## src/bpa_pkg.sv

```systemverilog
// ----------------------------------------------------------------------------
// bpa_pkg: shared types and constants for the buddy page allocator
// Widths, opcodes, frame flag codes and the sequencer-to-memory bundle.
// ----------------------------------------------------------------------------
`default_nettype none
package bpa_pkg;
   localparam int MAX_FRAMES = 4096;
   localparam int LEVELS     = 11;
   localparam int PAGE_BYTES = 4096;
   localparam int IDX_W  = $clog2(MAX_FRAMES);
   localparam int CNT_W  = 13;
   localparam int LVL_W  = 4;
   localparam int PG_SH  = $clog2(PAGE_BYTES);
   localparam int HEAD_W = $clog2(LEVELS);

   localparam logic [1:0] OP_ALLOC = 2'd0;
   localparam logic [1:0] OP_FREE  = 2'd1;
   localparam logic [1:0] OP_INIT  = 2'd2;

   localparam logic [1:0] FL_ALLOC = 2'd1;
   localparam logic [1:0] FL_HEAD  = 2'd2;
   localparam logic [1:0] FL_AHEAD = 2'd3;

   // Configuration register indexes
   localparam logic [0:0] REG_FRAMES_COUNT = 1'b0;
   localparam logic [0:0] REG_REGION_BASE  = 1'b1;

   typedef struct packed {
      logic             wr;
      logic [IDX_W-1:0] waddr;
      logic             wr_level;
      logic [LVL_W-1:0] level;
      logic             wr_flags;
      logic [1:0]       flags;
      logic             wr_next;
      logic [CNT_W-1:0] next;
      logic             wr_prev;
      logic [CNT_W-1:0] prev;
      logic [IDX_W-1:0] raddr;
   } mem_req_type;

   typedef struct packed {
      logic [LVL_W-1:0] level;
      logic [1:0]       flags;
      logic [CNT_W-1:0] next;
      logic [CNT_W-1:0] prev;
   } mem_rsp_type;
endpackage
`default_nettype wire

```

## src/bpa_if.sv

```systemverilog
// ----------------------------------------------------------------------------
// bpa_req_if / bpa_rsp_if: valid/ready channels of the allocator
// Request carries op, size and address; response carries the outcome.
// ----------------------------------------------------------------------------
`default_nettype none
interface bpa_req_if;
   logic        valid;
   logic        ready;
   logic [1:0]  op;
   logic [31:0] nbytes;
   logic [31:0] address;
   modport source (output valid, op, nbytes, address, input ready);
   modport sink   (input valid, op, nbytes, address, output ready);
endinterface

interface bpa_rsp_if;
   logic        valid;
   logic        ready;
   logic        ok;
   logic [31:0] block_address;
   logic [3:0]  blk_order;
   modport source (output valid, ok, block_address, blk_order, input ready);
   modport sink   (input valid, ok, block_address, blk_order, output ready);
endinterface
`default_nettype wire

```

## src/bpa_seq.sv

```systemverilog
// ----------------------------------------------------------------------------
// bpa_seq: sequencer for init, allocate and free
// Walks the frame memory one access per cycle; holds the list heads.
// ----------------------------------------------------------------------------
`default_nettype none
module bpa_seq (
   input  wire                        clock,
   input  wire                        reset,
   input  wire  [12:0]                frames_count,
   input  wire  [31:0]                region_base,
   bpa_req_if.sink                    req,
   bpa_rsp_if.source                  rsp,
   output bpa_pkg::mem_req_type       mreq,
   input  wire bpa_pkg::mem_rsp_type  mrsp
);
   localparam int CW = bpa_pkg::CNT_W;
   localparam int IW = bpa_pkg::IDX_W;
   localparam int LW = bpa_pkg::LVL_W;
   localparam logic [LW-1:0] TOP = LW'(bpa_pkg::LEVELS - 1);

   typedef enum logic [4:0] {
      S_IDLE, S_INIT_CLR, S_INIT_BLK, S_PUSH, S_PUSH_PREV,
      S_AL_SCAN, S_AL_RD, S_AL_WAIT, S_AL_UNL, S_AL_UNL2, S_AL_SPLIT, S_AL_FIN,
      S_FR_RD, S_FR_WAIT, S_FR_CHK, S_FR_BWAIT, S_FR_BCHK, S_FR_UNL, S_FR_UNL2,
      S_FR_CLRB, S_DONE
   } state_type;

   state_type           state_ff, state_in, ret_ff, ret_in;
   logic [CW-1:0]       heads_ff [bpa_pkg::LEVELS];
   logic [CW-1:0]       heads_in [bpa_pkg::LEVELS];
   logic [CW-1:0]       cnt_ff, cnt_in;
   logic [CW-1:0]       idx_ff, idx_in;
   logic [CW-1:0]       bud_ff, bud_in;
   logic [CW-1:0]       pidx_ff, pidx_in;
   logic [CW-1:0]       p_ff, p_in, n_ff, n_in;
   logic [LW-1:0]       lvl_ff, lvl_in, cur_ff, cur_in, plvl_ff, plvl_in;
   logic [LW-1:0]       ulvl_ff, ulvl_in;
   logic [CW:0]         bsize_ff, bsize_in;
   logic [3:0]          blvl_ff, blvl_in;
   logic                ok_ff, ok_in, valid_ff, valid_in;
   logic [31:0]         addr_ff, addr_in;
   logic [LW-1:0]       olvl_ff, olvl_in;
   logic [20:0]         pages;
   logic [LW-1:0]       need;
   logic [31:0]         fidx;
   logic [CW-1:0]       old_head;

   assign req.ready         = (state_ff == S_IDLE) && !valid_ff;
   assign rsp.valid         = valid_ff;
   assign rsp.ok            = ok_ff;
   assign rsp.block_address = addr_ff;
   assign rsp.blk_order     = olvl_ff;

   // Page count and level needed for an allocate
   always_comb begin
      pages = 21'(req.nbytes >> bpa_pkg::PG_SH)
            + 21'(|req.nbytes[bpa_pkg::PG_SH-1:0]);
      if (pages == 21'd0) pages = 21'd1;
      need = LW'(bpa_pkg::LEVELS);
      for (int k = bpa_pkg::LEVELS - 1; k >= 0; k--)
         if ((21'd1 << k) >= pages) need = LW'(k);
      fidx = (req.address - region_base) >> bpa_pkg::PG_SH;
   end

   assign old_head = heads_ff[plvl_ff];

   always_comb begin
      state_in = state_ff; ret_in = ret_ff;
      heads_in = heads_ff; cnt_in = cnt_ff; idx_in = idx_ff; bud_in = bud_ff;
      pidx_in = pidx_ff; p_in = p_ff; n_in = n_ff; lvl_in = lvl_ff;
      cur_in = cur_ff; plvl_in = plvl_ff; ulvl_in = ulvl_ff;
      bsize_in = bsize_ff; blvl_in = blvl_ff; ok_in = ok_ff;
      valid_in = valid_ff; addr_in = addr_ff; olvl_in = olvl_ff;
      mreq = '0;
      if (valid_ff && rsp.ready) valid_in = 1'b0;
      unique case (state_ff)
         S_IDLE: begin
            if (req.valid && req.ready) begin
               cnt_in = (frames_count > CW'(bpa_pkg::MAX_FRAMES))
                      ? CW'(bpa_pkg::MAX_FRAMES) : frames_count;
               ok_in = 1'b0; addr_in = '0; olvl_in = '0;
               unique case (req.op)
                  bpa_pkg::OP_INIT: begin
                     for (int k = 0; k < bpa_pkg::LEVELS; k++) heads_in[k] = cnt_in;
                     idx_in = '0;
                     state_in = (cnt_in == '0) ? S_DONE : S_INIT_CLR;
                     ok_in = 1'b1;
                  end
                  bpa_pkg::OP_ALLOC: begin
                     lvl_in = need; cur_in = need;
                     state_in = (need >= LW'(bpa_pkg::LEVELS)) ? S_DONE : S_AL_SCAN;
                  end
                  bpa_pkg::OP_FREE: begin
                     idx_in = CW'(fidx[IW-1:0]);
                     state_in = (fidx >= 32'(cnt_in)) ? S_DONE : S_FR_RD;
                  end
                  default: state_in = S_DONE;
               endcase
            end
         end
         // Mark every frame as inner allocated, unlinked
         S_INIT_CLR: begin
            mreq.wr = 1'b1; mreq.waddr = idx_ff[IW-1:0];
            mreq.wr_level = 1'b1; mreq.level = '0;
            mreq.wr_flags = 1'b1; mreq.flags = bpa_pkg::FL_ALLOC;
            mreq.wr_next = 1'b1; mreq.next = cnt_ff;
            mreq.wr_prev = 1'b1; mreq.prev = cnt_ff;
            idx_in = idx_ff + 1'b1;
            if (idx_in == cnt_ff) begin
               idx_in = '0; bsize_in = (CW+1)'(1) << (bpa_pkg::LEVELS - 1);
               blvl_in = TOP; state_in = S_INIT_BLK;
            end
         end
         // Pick the largest block that fits at idx
         S_INIT_BLK: begin
            if (idx_ff >= cnt_ff) state_in = S_DONE;
            else if ((CW+1)'(idx_ff) + bsize_ff > (CW+1)'(cnt_ff)) begin
               bsize_in = bsize_ff >> 1; blvl_in = blvl_ff - 1'b1;
            end else begin
               pidx_in = idx_ff; plvl_in = blvl_ff; ret_in = S_INIT_BLK;
               idx_in = idx_ff + CW'(bsize_ff); state_in = S_PUSH;
            end
         end
         // Push pidx onto list plvl
         S_PUSH: begin
            mreq.wr = 1'b1; mreq.waddr = pidx_ff[IW-1:0];
            mreq.wr_level = 1'b1; mreq.level = plvl_ff;
            mreq.wr_flags = 1'b1; mreq.flags = bpa_pkg::FL_HEAD;
            mreq.wr_next = 1'b1; mreq.next = (old_head < cnt_ff) ? old_head : cnt_ff;
            mreq.wr_prev = 1'b1; mreq.prev = cnt_ff;
            n_in = old_head;
            heads_in[plvl_ff] = pidx_ff;
            state_in = (old_head < cnt_ff) ? S_PUSH_PREV : ret_ff;
         end
         S_PUSH_PREV: begin
            mreq.wr = 1'b1; mreq.waddr = n_ff[IW-1:0];
            mreq.wr_prev = 1'b1; mreq.prev = pidx_ff;
            state_in = ret_ff;
         end
         // Find the smallest non-empty level
         S_AL_SCAN: begin
            if (cur_ff >= LW'(bpa_pkg::LEVELS)) state_in = S_DONE;
            else if (heads_ff[cur_ff] >= cnt_ff) cur_in = cur_ff + 1'b1;
            else begin
               idx_in = heads_ff[cur_ff]; state_in = S_AL_RD;
            end
         end
         S_AL_RD: begin
            mreq.raddr = idx_ff[IW-1:0]; state_in = S_AL_WAIT;
         end
         S_AL_WAIT: begin
            p_in = mrsp.prev; n_in = mrsp.next; ulvl_in = cur_ff;
            ret_in = S_AL_SPLIT; state_in = S_AL_UNL;
         end
         // Unlink: p/n hold links, ulvl the list
         S_AL_UNL, S_FR_UNL: begin
            if (p_ff >= cnt_ff) heads_in[ulvl_ff] = (n_ff < cnt_ff) ? n_ff : cnt_ff;
            else begin
               mreq.wr = 1'b1; mreq.waddr = p_ff[IW-1:0];
               mreq.wr_next = 1'b1; mreq.next = (n_ff < cnt_ff) ? n_ff : cnt_ff;
            end
            state_in = (n_ff < cnt_ff) ? ((state_ff == S_AL_UNL) ? S_AL_UNL2 : S_FR_UNL2)
                     : ((state_ff == S_AL_UNL) ? S_AL_SPLIT : S_FR_CLRB);
         end
         S_AL_UNL2, S_FR_UNL2: begin
            mreq.wr = 1'b1; mreq.waddr = n_ff[IW-1:0];
            mreq.wr_prev = 1'b1; mreq.prev = (p_ff < cnt_ff) ? p_ff : cnt_ff;
            state_in = (state_ff == S_AL_UNL2) ? S_AL_SPLIT : S_FR_CLRB;
         end
         // Split down, pushing upper halves
         S_AL_SPLIT: begin
            if (cur_ff > lvl_ff) begin
               cur_in = cur_ff - 1'b1;
               pidx_in = idx_ff ^ (CW'(1) << cur_in);
               plvl_in = cur_in; ret_in = S_AL_SPLIT;
               if (pidx_in < cnt_ff) state_in = S_PUSH;
            end else state_in = S_AL_FIN;
         end
         S_AL_FIN: begin
            mreq.wr = 1'b1; mreq.waddr = idx_ff[IW-1:0];
            mreq.wr_level = 1'b1; mreq.level = lvl_ff;
            mreq.wr_flags = 1'b1; mreq.flags = bpa_pkg::FL_AHEAD;
            mreq.wr_next = 1'b1; mreq.next = cnt_ff;
            mreq.wr_prev = 1'b1; mreq.prev = cnt_ff;
            ok_in = 1'b1; olvl_in = lvl_ff;
            addr_in = region_base + (32'(idx_ff) << bpa_pkg::PG_SH);
            state_in = S_DONE;
         end
         S_FR_RD: begin
            mreq.raddr = idx_ff[IW-1:0]; state_in = S_FR_WAIT;
         end
         // Hold the read address so the frame data is still valid at the check
         S_FR_WAIT: begin
            mreq.raddr = idx_ff[IW-1:0]; state_in = S_FR_CHK;
         end
         S_FR_CHK: begin
            if (mrsp.flags != bpa_pkg::FL_AHEAD) state_in = S_DONE;
            else begin
               lvl_in = (mrsp.level > TOP) ? TOP : mrsp.level;
               state_in = S_FR_BCHK; bud_in = cnt_ff;
               ok_in = 1'b0;
            end
         end
         // Try the buddy at level lvl
         S_FR_BCHK: begin
            bud_in = idx_ff ^ (CW'(1) << lvl_ff);
            if (lvl_ff >= TOP || bud_in >= cnt_ff) begin
               pidx_in = idx_ff; plvl_in = lvl_ff; ret_in = S_DONE;
               ok_in = 1'b1; olvl_in = lvl_ff; state_in = S_PUSH;
            end else begin
               mreq.raddr = bud_in[IW-1:0]; state_in = S_FR_BWAIT;
            end
         end
         S_FR_BWAIT: begin
            if (mrsp.level != lvl_ff || mrsp.flags != bpa_pkg::FL_HEAD) begin
               pidx_in = idx_ff; plvl_in = lvl_ff; ret_in = S_DONE;
               ok_in = 1'b1; olvl_in = lvl_ff; state_in = S_PUSH;
            end else begin
               p_in = mrsp.prev; n_in = mrsp.next; ulvl_in = lvl_ff;
               state_in = S_FR_UNL;
            end
         end
         S_FR_CLRB: begin
            mreq.wr = 1'b1;
            mreq.waddr = (bud_ff > idx_ff) ? bud_ff[IW-1:0] : idx_ff[IW-1:0];
            mreq.wr_level = 1'b1; mreq.level = '0;
            mreq.wr_flags = 1'b1; mreq.flags = bpa_pkg::FL_ALLOC;
            if (bud_ff < idx_ff) idx_in = bud_ff;
            lvl_in = lvl_ff + 1'b1; state_in = S_FR_BCHK;
         end
         S_DONE: begin
            if (!valid_ff) begin
               valid_in = 1'b1; state_in = S_IDLE;
               if (!ok_ff) begin addr_in = '0; olvl_in = '0; end
            end
         end
         default: state_in = S_IDLE;
      endcase
   end

   always_ff @(posedge clock) begin
      if (reset) begin
         state_ff <= S_IDLE; ret_ff <= S_IDLE; valid_ff <= 1'b0;
         for (int k = 0; k < bpa_pkg::LEVELS; k++) heads_ff[k] <= CW'(bpa_pkg::MAX_FRAMES);
      end else begin
         state_ff <= state_in; ret_ff <= ret_in; valid_ff <= valid_in;
         heads_ff <= heads_in;
      end
      cnt_ff <= cnt_in; idx_ff <= idx_in; bud_ff <= bud_in; pidx_ff <= pidx_in;
      p_ff <= p_in; n_ff <= n_in; lvl_ff <= lvl_in; cur_ff <= cur_in;
      plvl_ff <= plvl_in; ulvl_ff <= ulvl_in; bsize_ff <= bsize_in;
      blvl_ff <= blvl_in; ok_ff <= ok_in; addr_ff <= addr_in; olvl_ff <= olvl_in;
   end
endmodule
`default_nettype wire

```

## src/flat_wrapper.sv

```systemverilog
// flat-port wrapper written by rule: the top's interface ports become plain ports
module bpa_seq_flat 
  (clock, reset, frames_count, region_base, mreq, mrsp, req_valid, req_op, req_nbytes, req_address, req_ready, rsp_valid, rsp_ok, rsp_block_address, rsp_blk_order, rsp_ready);
  bpa_req_if req_i ();
  bpa_rsp_if rsp_i ();
  input  wire clock;
  input  wire reset;
  input  wire  [12:0] frames_count;
  input  wire  [31:0] region_base;
  output bpa_pkg::mem_req_type mreq;
  input  wire bpa_pkg::mem_rsp_type mrsp;
  input wire logic [$bits(req_i.valid)-1:0] req_valid;
  input wire logic [$bits(req_i.op)-1:0] req_op;
  input wire logic [$bits(req_i.nbytes)-1:0] req_nbytes;
  input wire logic [$bits(req_i.address)-1:0] req_address;
  output wire logic [$bits(req_i.ready)-1:0] req_ready;
  output wire logic [$bits(rsp_i.valid)-1:0] rsp_valid;
  output wire logic [$bits(rsp_i.ok)-1:0] rsp_ok;
  output wire logic [$bits(rsp_i.block_address)-1:0] rsp_block_address;
  output wire logic [$bits(rsp_i.blk_order)-1:0] rsp_blk_order;
  input wire logic [$bits(rsp_i.ready)-1:0] rsp_ready;
  assign req_i.valid = req_valid;
  assign req_i.op = req_op;
  assign req_i.nbytes = req_nbytes;
  assign req_i.address = req_address;
  assign req_ready = req_i.ready;
  assign rsp_valid = rsp_i.valid;
  assign rsp_ok = rsp_i.ok;
  assign rsp_block_address = rsp_i.block_address;
  assign rsp_blk_order = rsp_i.blk_order;
  assign rsp_i.ready = rsp_ready;
  bpa_seq u_core (.clock(clock), .reset(reset), .frames_count(frames_count), .region_base(region_base), .req(req_i), .rsp(rsp_i), .mreq(mreq), .mrsp(mrsp));
endmodule
```

## config.mk

```make
export PLATFORM = sky130hd
export DESIGN_NAME = bpa_seq_flat
export DESIGN_NICKNAME = d
export VERILOG_FILES = /design/src/bpa_pkg.sv /design/src/bpa_if.sv /design/src/bpa_seq.sv /design/src/flat_wrapper.sv
export SDC_FILE = /design/constraint.sdc
export NUM_CORES = 2
export LEC_CHECK = 0
export CAP_MARGIN = 20
export CELL_PAD_IN_SITES_DETAIL_PLACEMENT = 1
export CELL_PAD_IN_SITES_GLOBAL_PLACEMENT = 1
export CORE_UTILIZATION = 50
export DETAILED_ROUTE_END_ITERATION = 7
export DONT_BUFFER_PORTS = 1
export PLACE_DENSITY = 0.86
export SYNTH_ARGS = -nofsm -noshare
export SYNTH_HDL_FRONTEND = slang
export SYNTH_SLANG_ARGS = --single-unit
export TNS_END_PERCENT = 30
```

## constraint.sdc

```tcl
create_clock -name clock -period 18.2 [get_ports clock]
set_input_delay 5.46 -clock clock [delete_from_list [all_inputs] [get_ports clock]]
set_output_delay 5.46 -clock clock [all_outputs]
set_load 0.02 [all_outputs]
```

==> metrics.yaml <==
routed_wl_um: 126000
outcome: "complete, but fails checks"
clk_latency_ps: 590
final_layout_size_suffix_gt1_share_pct: 8.12
crit_chain: "buf_4, mux4_2, mux2i_1, o22ai_1, ha_1, nand4_1, or3_1, nor2_1, o21ai_1, nor3b_1, buf_4, nor2_1, or2_1, o21ai_0, o211ai_1"
critical_path.startpoint: "u_core.plvl_ff[0]"
grt_pass1_vias: 27421
cp-start-kind: "flip-flop"
numCtsBuffers: 38
cts_sinks: 298
yosys_warnings: 0
yosys_most_used_dff: "dfxtp_1"
critical_path_class: "flip-flop to output pin"
switching_share_pct: 50.9
tightest_slew_ps: 1220
setup_viol: 0
syn-num-nets: 3343
hold_depth: 2
synth_cells: 2989
fin_ws_ps: 7020
dieWidth_um: 229
rsz0062_at_grt: "no"
vdd_drop_max_mv: 0.0662
hold_buffers: 0
required_ps: 12740
worstHoldStart: "u_core.ret_ff[3]"
worstHoldPathType: "flip-flop to flip-flop"
dp_hpwl_um: 88200
synth_edf_count: 146
syn_avg_cell_area_um2: 8.64
r2r_setup_slack_ps: 12660
timing.final.crit_share_pct: 61.4
fin_crit_ps: 11180
drv_slew: 0
grt_antenna_before_repair: 5
dp_cells: 3508
r2r_cells: 21
clkTransAtPathRegs_ps: 60
die_area_mm2: 0.0526
fin_cells: 3580
arrival_ps: 5720
synth_cell_types: 83
slew_headroom_pct: 18.9
cts.htree.levels: 2
p_leak_nw: 10.9
multi_input_area_mm2: 0.0171
violations: "DRC"
die_h_um: 229
pin_count: 247
register_area_mm2: 0.00743
cts_root_buf: "clkbuf_16"
port_buffers: 0
place_ws_ps: 7660
grtUsageTotal_pct: 46.5
gp_congestion: 1.04
drt_iter0_markers: 4333
cts_tree: "yes"
synthArstFlopShare_pct: 0
vias: 27528
slowest_delay_ps: 650
grt_max_degree: 153
finalHoldViolCount: 0
cpMaxStageDelayCell: "or2_1"
synth-seq-cells: 298
drt-pass1-iter-count: 8
wire_per_inst_um: 35.1
postRouteAntennaNets: 0
reg2reg_to: "u_core.state_ff[4]"
drc: 1
end_kind: "output pin"
power.switching_mw: 2.19
critical_path.max_fanout: 47
yosysSeqAreaShare_pct: 28.8
routed_via_density: 7.69
start_util_pct: 51.1
clkPwrFrac_pct: 18.0
post_cts_buffers: 0
fin_nets: 3232
seqPwrFrac_pct: 28.5
hold_end: "u_core.ret_ff[3]"
comb_power_share_pct: 53.4
syn_area_mm2: 0.0258
crit_buf_inv: 2
tns_ps: 0
fin_worst_skew_ps: 25.4
powerDensity_mw_per_mm2: 155
fmax_mhz: 89.4
ctsResizeCount: 0
fillCellCount: 5855
r2r-start: "u_core.idx_ff[0]"
cp_top_family: "simple AND/OR/NAND/NOR gates"
drv_cap: 0
grt_pass1_wl_um: 182000
overflow: 0
p_int_mw: 2.11
rows: 82
clock_path_buffers: 3
coreArea_mm2: 0.0506
synthToLayoutAreaGrowth_pct: 7.51
==> synthesized netlist by cell type, types with 55 or more instances <==
master    instances  area [um^2]
nor2_1          361         1360
mux2i_1         217         2170
ha_1            205         2560
nand2_1         200          751
clkbuf_1        195          732
a22oi_1         152         1140
dfxtp_1         152         3040
o221ai_1        151         1320
a21oi_1         148          741
edfxtp_1        146         4380
inv_1           131          492
o21ai_0         119          596
xnor2_1          93          815
nand3_1          83          415
nor3_1           55          275
==> layout by cell type, fill, tap and decap left out, types with 14 or more instances in the layout <==
cell type	instances
a211oi_1	17
a21o_1	33
a21oi_1	146
a221o_1	19
a222oi_1	19
a22oi_1	152
and2_1	26
and3_1	17
buf_4	80
clkbuf_16	39
dfxtp_1	152
edfxtp_1	146
ha_1	205
inv_1	131
mux2i_1	217
mux4_2	52
nand2_1	199
nand2b_1	24
nand3_1	82
nand4_1	32
nor2_1	359
nor2b_1	23
nor3_1	49
nor4_1	14
o21ai_0	118
o221ai_1	151
o22ai_1	32
o31ai_1	22
xnor2_1	93
xor2_1	19
==> worst reg2reg max path, cell delays in order (launching register included) <==
cell and delay (ps):
edfxtp_1 400, buf_4 260, ha_1 280, fa_1 420
a21o_1 190, a21oi_1 300, o21ai_0 180, a21oi_1 170
nor2b_1 80, o21ai_0 160, nand2b_1 100, a21oi_1 300
xnor2_1 200, ha_1 290, a21o_1 180, a211oi_1 220
a21o_1 230, a211oi_1 140, or2_2 350, nor4_2 530
o21ai_1 180, a221oi_1 280
==> registers in the layout, indices dropped and copies added, names as in the netlist, 5 cells and up <==
name	cells
u_core.bud_ff	13
u_core.pidx_ff	13
u_core.p_ff	13
u_core.bsize_ff	11
u_core.idx_ff	13
u_core.cnt_ff	13
u_core.state_ff	5
u_core.heads_ff	143
u_core.n_ff	13
u_core.rsp.block_address	32
==> stage by stage <==
stage | utilization [%] | power (mW) | hold slack (ps) | cell area (um^2)
global placement | 52.3 | 3.28 | 467 | 26500
CTS | 54.8 | 4.16 | 486 | 27700
floorplan | - | 2.54 | 447 | 25800
global route | 54.9 | 4.42 | 509 | 27800
detailed placement | 52.4 | 3.38 | 480 | 26500
finish | 54.9 | 4.30 | 502 | 27800
==> power groups by stage <==
stage	combinational (mW)	clock [mW]	sequential [mW]
finish	2.30	0.777	1.23
global route	2.41	0.791	1.22
CTS	2.20	0.769	1.19
detailed placement	2.18	0	1.21
global placement	2.08	0	1.20
floorplan	1.48	0	1.06
==> layer usage <==
| layer | global-route usage, % | vias up | wire [um] |
|---|---|---|---|
| met2 | 68.8 | 2279 | 52500 |
| met3 | 15.6 | 605 | 17900 |
| met4 | 29.7 | 6 | 9620 |
| met5 | 0 | - | 37 |
| li1 | - | 11144 | - |
| met1 | 57.7 | 13494 | 45700 |
==> logic make-up after synthesis <==
group / share of synthesized area, %
buffers and inverters: 5.44
xor gates and xnor gates: 3.88
adders and majority gates: 10.1
and+or+nand+nor: 15.5
AOI/OAI and AO/OA: 23.2
muxes: 13.1
DFF: 28.8
==> worst max path at each step <==
stage	to	slack, ps	cells past startpoint
after floorplan	u_core.state_ff[3]	8400	20
after global placement	u_core.state_ff[3]	7720	20
after detailed placement	u_core.state_ff[3]	7660	20
after CTS	mreq[38]	7200	15
after global routing	mreq[38]	6860	15
final	mreq[38]	7020	15
==> layout make-up <==
cell class                 instances  area share [%]
antenna                            2          0.0180
clock buffer                      50            3.77
clock inverter                    18           0.604
inverter                         134            1.81
multi-input combinational       2323            61.6
sequential                       298            26.7
tap                              672            3.03
timing repair buffer              83            2.39
Power figures use the tool's default switching activity.
